### config.mk
export PLATFORM = sky130hd
export DESIGN_NAME = mouse_delta_odometer
export DESIGN_NICKNAME = d
export VERILOG_FILES = /design/src/hdl/odo_pkg.sv /design/src/hdl/odo_front.sv /design/src/hdl/odo_queue.sv /design/src/hdl/odo_back.sv /design/src/hdl/mouse_delta_odometer.sv
export SDC_FILE = /design/constraint.sdc
export NUM_CORES = 1
export LEC_CHECK = 0
export CAP_MARGIN = 5
export CORE_ASPECT_RATIO = 1.2
export CORE_MARGIN = 4
export CORE_UTILIZATION = 30
export DETAILED_ROUTE_END_ITERATION = 16
export DONT_BUFFER_PORTS = 1
export PLACE_DENSITY_LB_ADDON = 0.12
export SLEW_MARGIN = 15
export SYNTH_ARGS = -nofsm -noshare
export SYNTH_HDL_FRONTEND = slang
export SYNTH_SLANG_ARGS = --single-unit
### constraint.sdc
create_clock -name clock -period 3.8 [get_ports clock]
set_input_delay 0.38 -clock clock [delete_from_list [all_inputs] [get_ports clock]]
set_output_delay 0.38 -clock clock [all_outputs]
set_load 0.1 [all_outputs]
### src/hdl/odo_pkg.sv
// Shared types and constants for the mouse delta odometer.
// Holds the channel payload structs, the job record and frame constants.
// No dependencies.
package odo_pkg;

   localparam int NumPorts   = 2;
   localparam int PortIdxW   = (NumPorts > 1) ? $clog2(NumPorts) : 1;
   localparam int NumWords   = 2 * NumPorts;
   localparam int WordIdxW   = $clog2(NumWords);
   localparam int FrameLen   = 2 * NumWords + 2;
   localparam int ByteIdxW   = $clog2(FrameLen);
   localparam int QueueDepth = 2;
   localparam int QPtrW      = (QueueDepth > 1) ? $clog2(QueueDepth) : 1;
   localparam int QCntW      = $clog2(QueueDepth + 1);

   localparam logic       OpMotion   = 1'b0;
   localparam logic       OpCommand  = 1'b1;
   localparam logic [7:0] CmdDump    = 8'h5A;
   localparam logic [7:0] FrameStart = 8'h55;
   localparam logic [7:0] FrameEnd   = 8'hAA;

   typedef struct packed {
      logic       op;
      logic       port;
      logic       report_ok;
      logic [7:0] motion_byte0;
      logic [7:0] motion_byte1;
      logic [7:0] motion_byte2;
      logic [7:0] rx_byte;
   } req_type;

   typedef struct packed {
      logic [7:0] tx_byte;
      logic       last;
   } rsp_type;

   typedef enum logic {
      JOB_MOVE = 1'b0,
      JOB_DUMP = 1'b1
   } job_kind_type;

   typedef struct packed {
      job_kind_type          kind;
      logic [PortIdxW-1:0]   port;
      logic [15:0]           dx;
      logic [15:0]           dy;
   } job_type;

endpackage

### src/hdl/odo_front.sv
// Front end of the odometer: accepts items, drops ignored ones and
// unpacks motion deltas into jobs. Depends on odo_pkg.
module odo_front (
   input  logic             req_push,
   input  odo_pkg::req_type req_data,
   output logic             req_full,
   input  logic             q_full,
   output logic             q_push,
   output odo_pkg::job_type q_job
);

   logic        port_ok;
   logic        is_move;
   logic        is_dump;
   logic [11:0] raw_dx;
   logic [11:0] raw_dy;

   always_comb begin
      port_ok = (32'(req_data.port) < odo_pkg::NumPorts);
      is_move = (req_data.op == odo_pkg::OpMotion) && req_data.report_ok && port_ok;
      is_dump = (req_data.op == odo_pkg::OpCommand) && (req_data.rx_byte == odo_pkg::CmdDump);
      raw_dx  = {req_data.motion_byte1[3:0], req_data.motion_byte0};
      raw_dy  = {req_data.motion_byte2, req_data.motion_byte1[7:4]};

      req_full    = q_full;
      q_push      = req_push && !q_full && (is_move || is_dump);
      q_job.kind  = is_dump ? odo_pkg::JOB_DUMP : odo_pkg::JOB_MOVE;
      q_job.port  = odo_pkg::PortIdxW'(req_data.port);
      q_job.dx    = {{4{raw_dx[11]}}, raw_dx};
      q_job.dy    = {{4{raw_dy[11]}}, raw_dy};
   end

endmodule

### src/hdl/odo_queue.sv
// Short job queue between the front and back ends of the odometer.
// Depends on odo_pkg.
module odo_queue (
   input  logic             clock,
   input  logic             reset,
   input  logic             push,
   input  odo_pkg::job_type job_in,
   output logic             full,
   input  logic             pop,
   output logic             empty,
   output odo_pkg::job_type job_out
);

   odo_pkg::job_type             entry_ff [odo_pkg::QueueDepth];
   logic [odo_pkg::QPtrW-1:0]    wr_ptr_ff, wr_ptr_in;
   logic [odo_pkg::QPtrW-1:0]    rd_ptr_ff, rd_ptr_in;
   logic [odo_pkg::QCntW-1:0]    count_ff, count_in;
   logic                         do_push;
   logic                         do_pop;

   always_comb begin
      full    = (count_ff == odo_pkg::QCntW'(odo_pkg::QueueDepth));
      empty   = (count_ff == '0);
      job_out = entry_ff[rd_ptr_ff];
      do_push = push && !full;
      do_pop  = pop && !empty;

      wr_ptr_in = wr_ptr_ff;
      if (do_push) begin
         wr_ptr_in = (wr_ptr_ff == odo_pkg::QPtrW'(odo_pkg::QueueDepth - 1)) ? '0
                                                                             : wr_ptr_ff + 1'b1;
      end
      rd_ptr_in = rd_ptr_ff;
      if (do_pop) begin
         rd_ptr_in = (rd_ptr_ff == odo_pkg::QPtrW'(odo_pkg::QueueDepth - 1)) ? '0
                                                                             : rd_ptr_ff + 1'b1;
      end
      count_in = count_ff;
      if (do_push && !do_pop) begin
         count_in = count_ff + 1'b1;
      end else if (do_pop && !do_push) begin
         count_in = count_ff - 1'b1;
      end
   end

   always_ff @(posedge clock) begin
      if (reset) begin
         wr_ptr_ff <= '0;
         rd_ptr_ff <= '0;
         count_ff  <= '0;
      end else begin
         wr_ptr_ff <= wr_ptr_in;
         rd_ptr_ff <= rd_ptr_in;
         count_ff  <= count_in;
      end
   end

   always_ff @(posedge clock) begin
      if (do_push) begin
         entry_ff[wr_ptr_ff] <= job_in;
      end
   end

endmodule

### src/hdl/odo_back.sv
// Back end of the odometer: per-port accumulators, dump snapshot and
// frame serializer feeding the result channel. Depends on odo_pkg.
module odo_back (
   input  logic             clock,
   input  logic             reset,
   input  logic             q_empty,
   input  odo_pkg::job_type q_job,
   output logic             q_pop,
   output logic             rsp_empty,
   input  logic             rsp_pop,
   output odo_pkg::rsp_type rsp_data
);

   logic [15:0]                  x_ff    [odo_pkg::NumPorts];
   logic [15:0]                  x_in    [odo_pkg::NumPorts];
   logic [15:0]                  y_ff    [odo_pkg::NumPorts];
   logic [15:0]                  y_in    [odo_pkg::NumPorts];
   logic [15:0]                  snap_ff [odo_pkg::NumWords];
   logic [15:0]                  snap_in [odo_pkg::NumWords];
   logic                         busy_ff, busy_in;
   logic [odo_pkg::ByteIdxW-1:0] idx_ff, idx_in;
   logic                         byte_done;
   logic                         last_done;
   logic                         take_move;
   logic                         take_dump;
   logic [odo_pkg::ByteIdxW-1:0] data_idx;
   logic [15:0]                  word;

   always_comb begin
      byte_done = busy_ff && rsp_pop;
      last_done = byte_done && (idx_ff == odo_pkg::ByteIdxW'(odo_pkg::FrameLen - 1));
      q_pop     = !q_empty && ((q_job.kind == odo_pkg::JOB_MOVE) || !busy_ff || last_done);
      take_move = q_pop && (q_job.kind == odo_pkg::JOB_MOVE);
      take_dump = q_pop && (q_job.kind == odo_pkg::JOB_DUMP);

      for (int p = 0; p < odo_pkg::NumPorts; p++) begin
         x_in[p]          = x_ff[p];
         y_in[p]          = y_ff[p];
         snap_in[2*p]     = snap_ff[2*p];
         snap_in[2*p + 1] = snap_ff[2*p + 1];
         if (take_move && (q_job.port == odo_pkg::PortIdxW'(p))) begin
            x_in[p] = x_ff[p] + q_job.dx;
            y_in[p] = y_ff[p] + q_job.dy;
         end
         if (take_dump) begin
            snap_in[2*p]     = x_ff[p];
            snap_in[2*p + 1] = y_ff[p];
            x_in[p]          = '0;
            y_in[p]          = '0;
         end
      end

      busy_in = busy_ff;
      idx_in  = idx_ff;
      if (take_dump) begin
         busy_in = 1'b1;
         idx_in  = '0;
      end else if (last_done) begin
         busy_in = 1'b0;
      end else if (byte_done) begin
         idx_in = idx_ff + 1'b1;
      end

      data_idx  = idx_ff - 1'b1;
      word      = snap_ff[data_idx[odo_pkg::WordIdxW:1]];
      rsp_empty = !busy_ff;
      rsp_data.last = (idx_ff == odo_pkg::ByteIdxW'(odo_pkg::FrameLen - 1));
      if (idx_ff == '0) begin
         rsp_data.tx_byte = odo_pkg::FrameStart;
      end else if (rsp_data.last) begin
         rsp_data.tx_byte = odo_pkg::FrameEnd;
      end else begin
         rsp_data.tx_byte = data_idx[0] ? word[15:8] : word[7:0];
      end
   end

   always_ff @(posedge clock) begin
      if (reset) begin
         busy_ff <= 1'b0;
         idx_ff  <= '0;
         for (int p = 0; p < odo_pkg::NumPorts; p++) begin
            x_ff[p] <= '0;
            y_ff[p] <= '0;
         end
      end else begin
         busy_ff <= busy_in;
         idx_ff  <= idx_in;
         x_ff    <= x_in;
         y_ff    <= y_in;
      end
   end

   always_ff @(posedge clock) begin
      snap_ff <= snap_in;
   end

endmodule

### src/hdl/mouse_delta_odometer.sv
// Top level of the mouse delta odometer.
// Instantiates odo_front, odo_queue and odo_back; uses odo_pkg.
//
//   channel   handshake            payload            direction
//   req_      req_push / req_full  odo_pkg::req_type  in
//   rsp_      rsp_pop / rsp_empty  odo_pkg::rsp_type  out
//
// One item per cycle sustained while req_full is low; a kept item reaches the
// accumulators through a combinational front decode and one queue stage.
// A dump yields FrameLen (10) transfers, one per cycle while rsp_pop is high;
// motion items keep flowing during a frame, a second dump waits for its end.
// Synchronous active-high reset clears the accumulators and the queue.
module mouse_delta_odometer (
   input  logic             clock,
   input  logic             reset,
   input  logic             req_push,
   output logic             req_full,
   input  odo_pkg::req_type req_data,
   output logic             rsp_empty,
   input  logic             rsp_pop,
   output odo_pkg::rsp_type rsp_data
);

   logic             q_full;
   logic             q_push;
   logic             q_empty;
   logic             q_pop;
   odo_pkg::job_type front_job;
   odo_pkg::job_type back_job;

   odo_front u_front (
      .req_push (req_push),
      .req_data (req_data),
      .req_full (req_full),
      .q_full   (q_full),
      .q_push   (q_push),
      .q_job    (front_job)
   );

   odo_queue u_queue (
      .clock   (clock),
      .reset   (reset),
      .push    (q_push),
      .job_in  (front_job),
      .full    (q_full),
      .pop     (q_pop),
      .empty   (q_empty),
      .job_out (back_job)
   );

   odo_back u_back (
      .clock     (clock),
      .reset     (reset),
      .q_empty   (q_empty),
      .q_job     (back_job),
      .q_pop     (q_pop),
      .rsp_empty (rsp_empty),
      .rsp_pop   (rsp_pop),
      .rsp_data  (rsp_data)
   );

endmodule

-- Yosys cells after proc, flatten, opt, wreduce, memory -nomap -nowiden
Memories as Yosys holds them, arrays and structs flattened. A register that Yosys moved wholly into a read port is not among the register bits.
Cells that the tools add are included.
W data, S select, Z words.
- bits in latches: 0
- memory bits (writable): 68
- memories: 1
- bits in read-only memories: 0
- output and inout bits: 11
- logic and storage cells: 79
- bits in registers: 137
- shift operators: 0
- add/subtract/negate cells: 10
- eq/ne operators: 3
- bitwise operators: 5
- divide/modulo/power cells: 0
- magnitude comparators: 1
- mux-type cells: 17
- reduce and logical (&&, ||, !) cells: 29
- multiply operators: 0
- memory list (memory ; depth ; width ; read ports ; clocked after Yosys merged registers in ; write ports ; line ; source):
    u_queue.entry_ff ; 2 ; 34 ; 1 ; 1 ; 1 ; odo_queue.sv:14 ; odo_pkg::job_type entry_ff [odo_pkg::QueueDepth];
- operators with widths (kind ; number):
    $add A16 B16 Y16 ; 4
    $bmux W16 S2 ; 1
    $mux W16 ; 2
    $mux W8 ; 3
    $logic_and A1 B1 Y1 ; 15
    $mux W1 ; 9
    $eq A8 B7 Y1 const B ; 1
    $logic_not A1 Y1 ; 5
    $add A4 B1 Y4 const B ; 1
    $eq A4 B4 Y1 const B ; 1
    $logic_not A4 Y1 ; 1
    $mux W2 ; 2
    $not A1 Y1 ; 4
    $reduce_bool A2 Y1 ; 2
    $ge A3 B3 Y1 const B ; 1
    $logic_or A1 B1 Y1 ; 3
    $not A2 Y3 ; 1
    $sub A3 B1 Y3 const B ; 1
    $add A1 B1 Y1 const B ; 2
    $add A2 B1 Y2 const B ; 1
    $eq A2 B2 Y1 const B ; 1
    $logic_not A2 Y1 ; 1
    $reduce_and A2 Y1 ; 1
    $reduce_or A2 Y1 ; 1
    $sub A2 B1 Y2 const B ; 1

-- Longest topological paths before layout
Gate-level depths: netlist (run 1).
- word-level depth: 9
- mapped depth: 13

-- By module
From an unflattened synthesis (run 1), not the netlist that was laid out.
- cell total of the unflattened synthesis: 930
- area, all modules: 10730.3 um2
- by module, submodules not included (module ; instances ; cells an instance ; area an instance (um2)):
    odo_back ; 1 ; 758 ; 7748.7
    odo_queue ; 1 ; 131 ; 2662.6
    odo_front ; 1 ; 41 ; 319.1

-- Worst setup path after synthesis (run 1)
Ideal clock, no wire load.
- kind: register to output
- start: register u_back.idx_ff[0] in the netlist's numbering
- end: output rsp_data[7] in the netlist's numbering
- arrival time: 3.998 ns
- cell stages (with the launch flop): 9
- data required time: 3.420 ns
- slack: -0.578 ns
- cells stage by stage: dfxtp_1 -> clkbuf_1 -> inv_2 -> ha_1 -> buf_2 -> clkbuf_1 -> mux4_2 -> mux2i_1 -> o21ai_0
- RTL lines (element ; line ; source):
    start, declared ; odo_back.sv:21 ; logic [odo_pkg::ByteIdxW-1:0] idx_ff, idx_in;
    start signal, assigned ; odo_back.sv:87 ; idx_ff <= idx_in;
    end, declared ; mouse_delta_odometer.sv:21 ; output odo_pkg::rsp_type rsp_data

==> results.py, run 1 <==
metrics = {
    "outcome": {
        "status": "completed",
    },
    "setup_path": {
        "cp_top_family": "multiplexers",
        "cp-start-kind": "flop",
        "crit_arrival_ns": 2.98,
        "path_class": "flop to primary output",
        "cp.required_ns": 3.42,
        "cp_slowest_stage_delay_ns": 0.68,
        "crit_cells": 8,
        "slowest_stage": "mux4_1",
        "cp-end-kind": "primary output",
        "reg2reg_depth": 9,
        "path_cells": "inv_2, ha_1, xor2_2, buf_4, mux4_1, mux2i_1, o21ai_2, buf_4",
        "critPathBufInv": 3,
        "critPathMaxFanout": 16,
        "crit_top_cell": "buf_4",
        "ff2ff_setup_slack_ns": 0.47,
        "r2r_end": "u_back.x_ff[31]$_SDFFE_PP0P_",
    },
    "synthesis": {
        "synth_edf_count": 116,
        "yosysSeqAreaShare_pct": 49.6,
        "syn_area_per_cell_um2": 11.1,
        "async_flop_share_pct": 0,
        "synth_fp_nets": 1007,
        "ys_seq_elements": 190,
        "yosysWarnings": 0,
        "ys.flop_type": "edfxtp_1",
        "syn_inst": 899,
        "synth_cell_type_count": 76,
        "synthesis.area_um2": 10000,
    },
    "cells_and_area": {
        "syn_to_final_growth_pct": 12.1,
        "final_nets": 1021,
        "final_common_cell": "edfxtp_1",
        "drive_above_1_share_pct": 13.8,
        "mostFrequentLayoutCells": "edfxtp_1 (116), nand2_1 (100), a21oi_1 (77)",
        "diodes": 0,
        "stdcell_area_um2": 11200,
        "finalNonFillerCells": 1375,
    },
    "global_route": {
        "grt-ovfl-total": 0,
        "grt_util_all_layers_pct": 14.0,
        "first_global_vias": 6867,
        "grt_first_pass_wirelength_mm": 39.4,
        "grt_max_degree": 65,
        "antenna_found_initial": 0,
    },
    "clock_tree": {
        "h-tree-depth": 4,
        "root_buffer": "clkbuf_16",
        "cts_buffer_depth": 2,
        "clk_pin_slew_ns": 0.08,
        "cts_sinks": 190,
        "tritoncts": "done",
        "insertion_delay_ns": 0.43,
        "cts_inserted_buffers": 17,
    },
    "power_and_ir_drop": {
        "power_frac_clock_pct": 25.6,
        "finalPower_mw": 6.65,
        "leakagePower_nw": 4.24,
        "p_sw_mw": 2.36,
        "seqPwrFrac_pct": 41.7,
        "internal_power_mw": 4.29,
        "ir_drop_mv": 0.275,
        "p_comb_share_pct": 32.6,
        "power.density_nw_per_um2": 593,
        "swShare_pct": 35.5,
    },
    "die": {
        "rows": 73,
        "coreArea_um2": 33100,
        "die_w_um": 175,
        "die_y_um": 208,
        "initial_core_util_pct": 30.3,
        "die_area_um2": 36400,
        "ioPinCount": 50,
    },
    "placement": {
        "dp_cells": 1343,
        "dp_hpwl_mm": 18.3,
        "placed_cell_area_um2": 10700,
        "io_buffers": 0,
        "globalplace.congestion": 0.773,
    },
    "run": {
        "max_cap_viol_count": 0,
    },
    "route": {
        "num_vias": 6802,
        "firstDrtPassIters": 7,
        "drt_iter0_drc": 370,
        "vias_per_cell": 4.95,
        "route.detailed.drc": 0,
        "wl_mm": 25.1,
        "route.antenna.remaining_nets": 0,
        "wl_per_cell_um": 18.2,
    },
    "timing": {
        "fmax_ghz": 0.297,
        "fin_setup_tns_ns": 0,
        "min_period_ns": 3.36,
        "setup_viol": 0,
        "tightest_slew_ns": 0.885,
        "finalHoldViolCount": 0,
        "rsz0062_at_grt": "no",
        "relSlewSlack_pct": 40.9,
        "period_share_pct": 88.5,
        "holdWs_ns": 0.0367,
        "slew_viol_final": 0,
        "fin_worst_skew_ns": 0.0152,
    },
    "worst_hold_path": {
        "min-delay-start": "req_data[14]",
        "hp-class": "input pin to flop",
        "holdPathEnd": "u_queue.entry_ff[0][10]$_DFFE_PP_",
        "min_path_cells": 0,
    },
}
layer usage:
layer | GRT usage (%) | wire length [um]
met1 | 18.4 | 11500
met2 | 23.6 | 12100
met3 | 2.34 | 891
met4 | 4.55 | 537
met5 | 0 | 0
kinds of logic (layout without fill, tap and decap cells):
family	count (synthesis)	count (layout)	share of synthesized area, %
and+or+nand+nor	278	278	13.5
AOI/OAI and AO/OA	210	210	13.8
DFF	190	190	49.6
adders and majority gates	69	69	8.92
buffers and inverters	63	89	3.15
muxes	53	53	7.77
xor gates and xnor gates	36	36	3.22
cell type report:
class | count | area [um2]
timing repair buffer | 29 | 233
tap | 450 | 563
inverter | 29 | 109
sequential | 190 | 4960
multi-input combinational | 646 | 4800
fill | 3368 | 21800
clock inverter | 12 | 115
clock buffer | 19 | 433
cells in the mapped netlist (23+ instances only):
cell	n	area [um2]
a21oi_1	78	390
a21o_1	23	173
nand3_1	27	135
o21ai_0	27	135
xnor2_1	26	228
inv_1	28	105
nor2_1	54	203
ha_1	65	813
edfxtp_1	116	3480
nand2_1	100	375
dfxtp_1	74	1480
stage by stage:
| step | util, % | setup WS (ns) |
|---|---|---|
| 6_report | 33.9 | 0.438 |
| 5_1_grt | 33.9 | 0.141 |
| 4_1_cts | 33.9 | 0.337 |
| 3_5_place_dp | 32.2 | 0.407 |
| 3_3_place_gp | 32.2 | 0.509 |
| 2_1_floorplan | - | 0.0117 |
registers in the layout (all words and copies together) (netlist names), named ones only:
name and count:
u_back.busy_ff 1, u_back.idx_ff 4, u_back.snap_ff 64, u_back.x_ff 32, u_back.y_ff 32, u_queue.count_ff 2, u_queue.entry_ff 52, u_queue.rd_ptr_ff 1
u_queue.wr_ptr_ff 1
power groups by stage:
stage,sequential (mW),clock [mW],combinational [mW]
after floorplan,2.71,0,1.67
after global placement,2.82,0,2.19
after detailed placement,2.82,0,2.20
after CTS,2.78,1.77,2.21
after global routing,2.81,1.85,2.42
final,2.77,1.71,2.17
worst max path at each step:
stage                                       start                      endpoint  slack, ns
floorplan           u_back.idx_ff[0]$_SDFFE_PP0P_                   rsp_data[2]       0.01
global placement                             flop  u_back.x_ff[31]$_SDFFE_PP0P_       0.51
detailed placement                           flop  u_back.x_ff[31]$_SDFFE_PP0P_       0.41
CTS                 u_back.idx_ff[0]$_SDFFE_PP0P_                   rsp_data[1]       0.34
global route                                 flop  u_back.x_ff[29]$_SDFFE_PP0P_       0.14
finish              u_back.idx_ff[0]$_SDFFE_PP0P_                   rsp_data[1]       0.44
worst register-to-register path: stages (launching register included):
cell and delay [ns]:
dfxtp_1 0.51, buf_4 0.37, mux2_2 0.46, ha_1 0.37, inv_1 0.08, o21ai_0 0.45, a41oi_2 0.33, or2_2 0.36
a41oi_1 0.21, nand3_1 0.08
what timing repair did:
item / in CTS / in global routing
hold buffers: 1 / 0
gates resized for setup: 0 / 0
buffers inserted: 0 / 0
endpoints found under the hold margin: 4 / 0
endpoints found under the setup margin: 0 / 0
(Power assumes the default switching activity.)
==> run 2: changes to the inputs <==
--- a/config.mk
+++ b/config.mk
@@ -6,6 +6,8 @@
 export NUM_CORES = 1
 export LEC_CHECK = 0
 export CAP_MARGIN = 5
+export CELL_PAD_IN_SITES_DETAIL_PLACEMENT = 1
+export CELL_PAD_IN_SITES_GLOBAL_PLACEMENT = 1
 export CORE_ASPECT_RATIO = 1.2
 export CORE_MARGIN = 4
 export CORE_UTILIZATION = 30
==> results.py, run 2 (synthesis gave the netlist of run 1 again) <==
metrics = {
    "outcome": {
        "status": "completed",
    },
    "cells_and_area": {
        "final_nets": 1037,
        "final_util_pct": 34.5,
        "largest_reg_flops": 64,
        "syn_to_final_growth_pct": 13.8,
        "largestRegisters": "u_back.snap_ff: 64 flops, u_queue.entry_ff: 52 flops",
        "seq_area_um2": 4960,
        "mostFrequentLayoutCells": "edfxtp_1 (116), nand2_1 (100), a21oi_1 (77)",
        "finalNonFillerCells": 1392,
        "drive_above_1_share_pct": 13.2,
        "final_common_cell": "edfxtp_1",
        "diodes": 0,
        "top_register": "u_back.snap_ff",
        "num-fill-cells": 3683,
        "stdcell_area_um2": 11400,
        "multi_input_area_um2": 4810,
    },
    "setup_path": {
        "crit_arrival_ns": 3.19,
        "cp-start-kind": "flop",
        "cp-end-kind": "primary output",
        "cp.required_ns": 3.42,
        "path_class": "flop to primary output",
        "critPathMaxFanout": 16,
    },
    "global_route": {
        "antenna_found_initial": 0,
        "grt_first_pass_wirelength_mm": 41.7,
        "grt_max_degree": 65,
        "grt-ovfl-total": 0,
        "grt_util_all_layers_pct": 14.8,
        "first_global_vias": 7291,
    },
    "clock_tree": {
        "post-cts-setup-buffer-count": 0,
        "clk_pin_slew_ns": 0.07,
        "cts_resized": 0,
        "h-tree-depth": 4,
        "insertion_delay_ns": 0.44,
        "cts_sinks": 190,
        "tritoncts": "done",
        "root_buffer": "clkbuf_16",
        "cts_inserted_buffers": 17,
        "cts_buffer_depth": 2,
    },
    "timing": {
        "fmax_ghz": 0.280,
        "finalHoldViolCount": 0,
        "setup_ws_ns": 0.228,
        "min_period_ns": 3.57,
        "rsz0062_at_grt": "no",
        "tightest_slew_ns": 0.875,
        "period_share_pct": 94.0,
        "relSlewSlack_pct": 41.6,
        "holdWs_ns": 0.0332,
        "slew_viol_final": 0,
        "fin_worst_skew_ns": 0.00763,
        "setup_viol": 0,
        "fin_setup_tns_ns": 0,
    },
    "route": {
        "vias_per_cell": 4.96,
        "route.detailed.drc": 0,
        "num_vias": 6902,
        "firstDrtPassIters": 4,
        "wl_mm": 26.0,
        "route.antenna.remaining_nets": 0,
        "drt_iter0_drc": 325,
        "wl_per_cell_um": 18.7,
    },
    "run": {
        "max_cap_viol_count": 0,
    },
    "placement": {
        "io_buffers": 0,
        "placed_cell_area_um2": 10600,
        "dp_cells": 1340,
        "place_ws_ns": 0.605,
        "dp_hpwl_mm": 19.2,
        "globalplace.congestion": 0.769,
    },
    "die": {
        "ioPinCount": 50,
        "rows": 73,
        "initial_core_util_pct": 30.3,
        "die_y_um": 208,
        "coreArea_um2": 33100,
        "die_w_um": 175,
        "die_area_um2": 36400,
    },
    "power_and_ir_drop": {
        "leakagePower_nw": 4.30,
        "power.density_nw_per_um2": 588,
        "finalPower_mw": 6.70,
        "ir_drop_mv": 0.265,
    },
    "worst_hold_path": {
        "hp-class": "input pin to flop",
    },
}
==> run 2: power by group <==
group          switching (mW)  internal [mW]  total (mW)  leakage [nW]
sequential              0.225           2.57        2.80          1.69
combinational            1.36          0.822        2.18          2.35
clock                   0.810          0.907        1.72         0.264
==> run 2: path summary, 6_finish.rpt <==
path,cells past startpoint,to,start,slack (ns)
max reg2reg,12,u_back.x_ff[15]$_SDFFE_PP0P_,flop,0.64
min reg2reg,0,u_back.snap_ff[22]$_DFFE_PP_,u_back.x_ff[6]$_SDFFE_PP0P_,0.47
max,8,rsp_data[3],u_back.idx_ff[0]$_SDFFE_PP0P_,0.23
min,0,u_queue.entry_ff[0][31]$_DFFE_PP_,req_data[19],0.03
==> run 2: repair_timing <==
action / 4_1_cts / 5_1_grt
hold buffers: 20 / 0
endpoints found under the hold margin: 42 / 0
endpoints found under the setup margin: 0 / 0
==> run 2: routing by layer <==
metal | track usage [%] | vias to the layer above | share of wire [%]
met2 | 24.0 | 71 | 47
met5 | 0 | - | 0
met4 | 4.53 | 0 | 1.3
met1 | 20.7 | 3383 | 50
li1 | - | 3429 | -
met3 | 2.02 | 19 | 2.4
==> run 2: area by class of cell <==
type | count | area share (%)
Multi-Input combinational cell | 646 | 42.2
Clock inverter | 13 | 1.01
Timing Repair Buffer | 45 | 3.51
Inverter | 29 | 0.955
Tap cell | 450 | 4.94
Sequential cell | 190 | 43.6
Clock buffer | 19 | 3.80
==> run 2: worst max-delay path, cell delays in order (launching register included) <==
cell	delay, ns
dfxtp_1	0.55
inv_2	0.21
ha_1	0.28
xor2_2	0.13
buf_4	0.28
mux4_1	0.68
mux2i_1	0.30
o21ai_2	0.08
buf_4	0.24
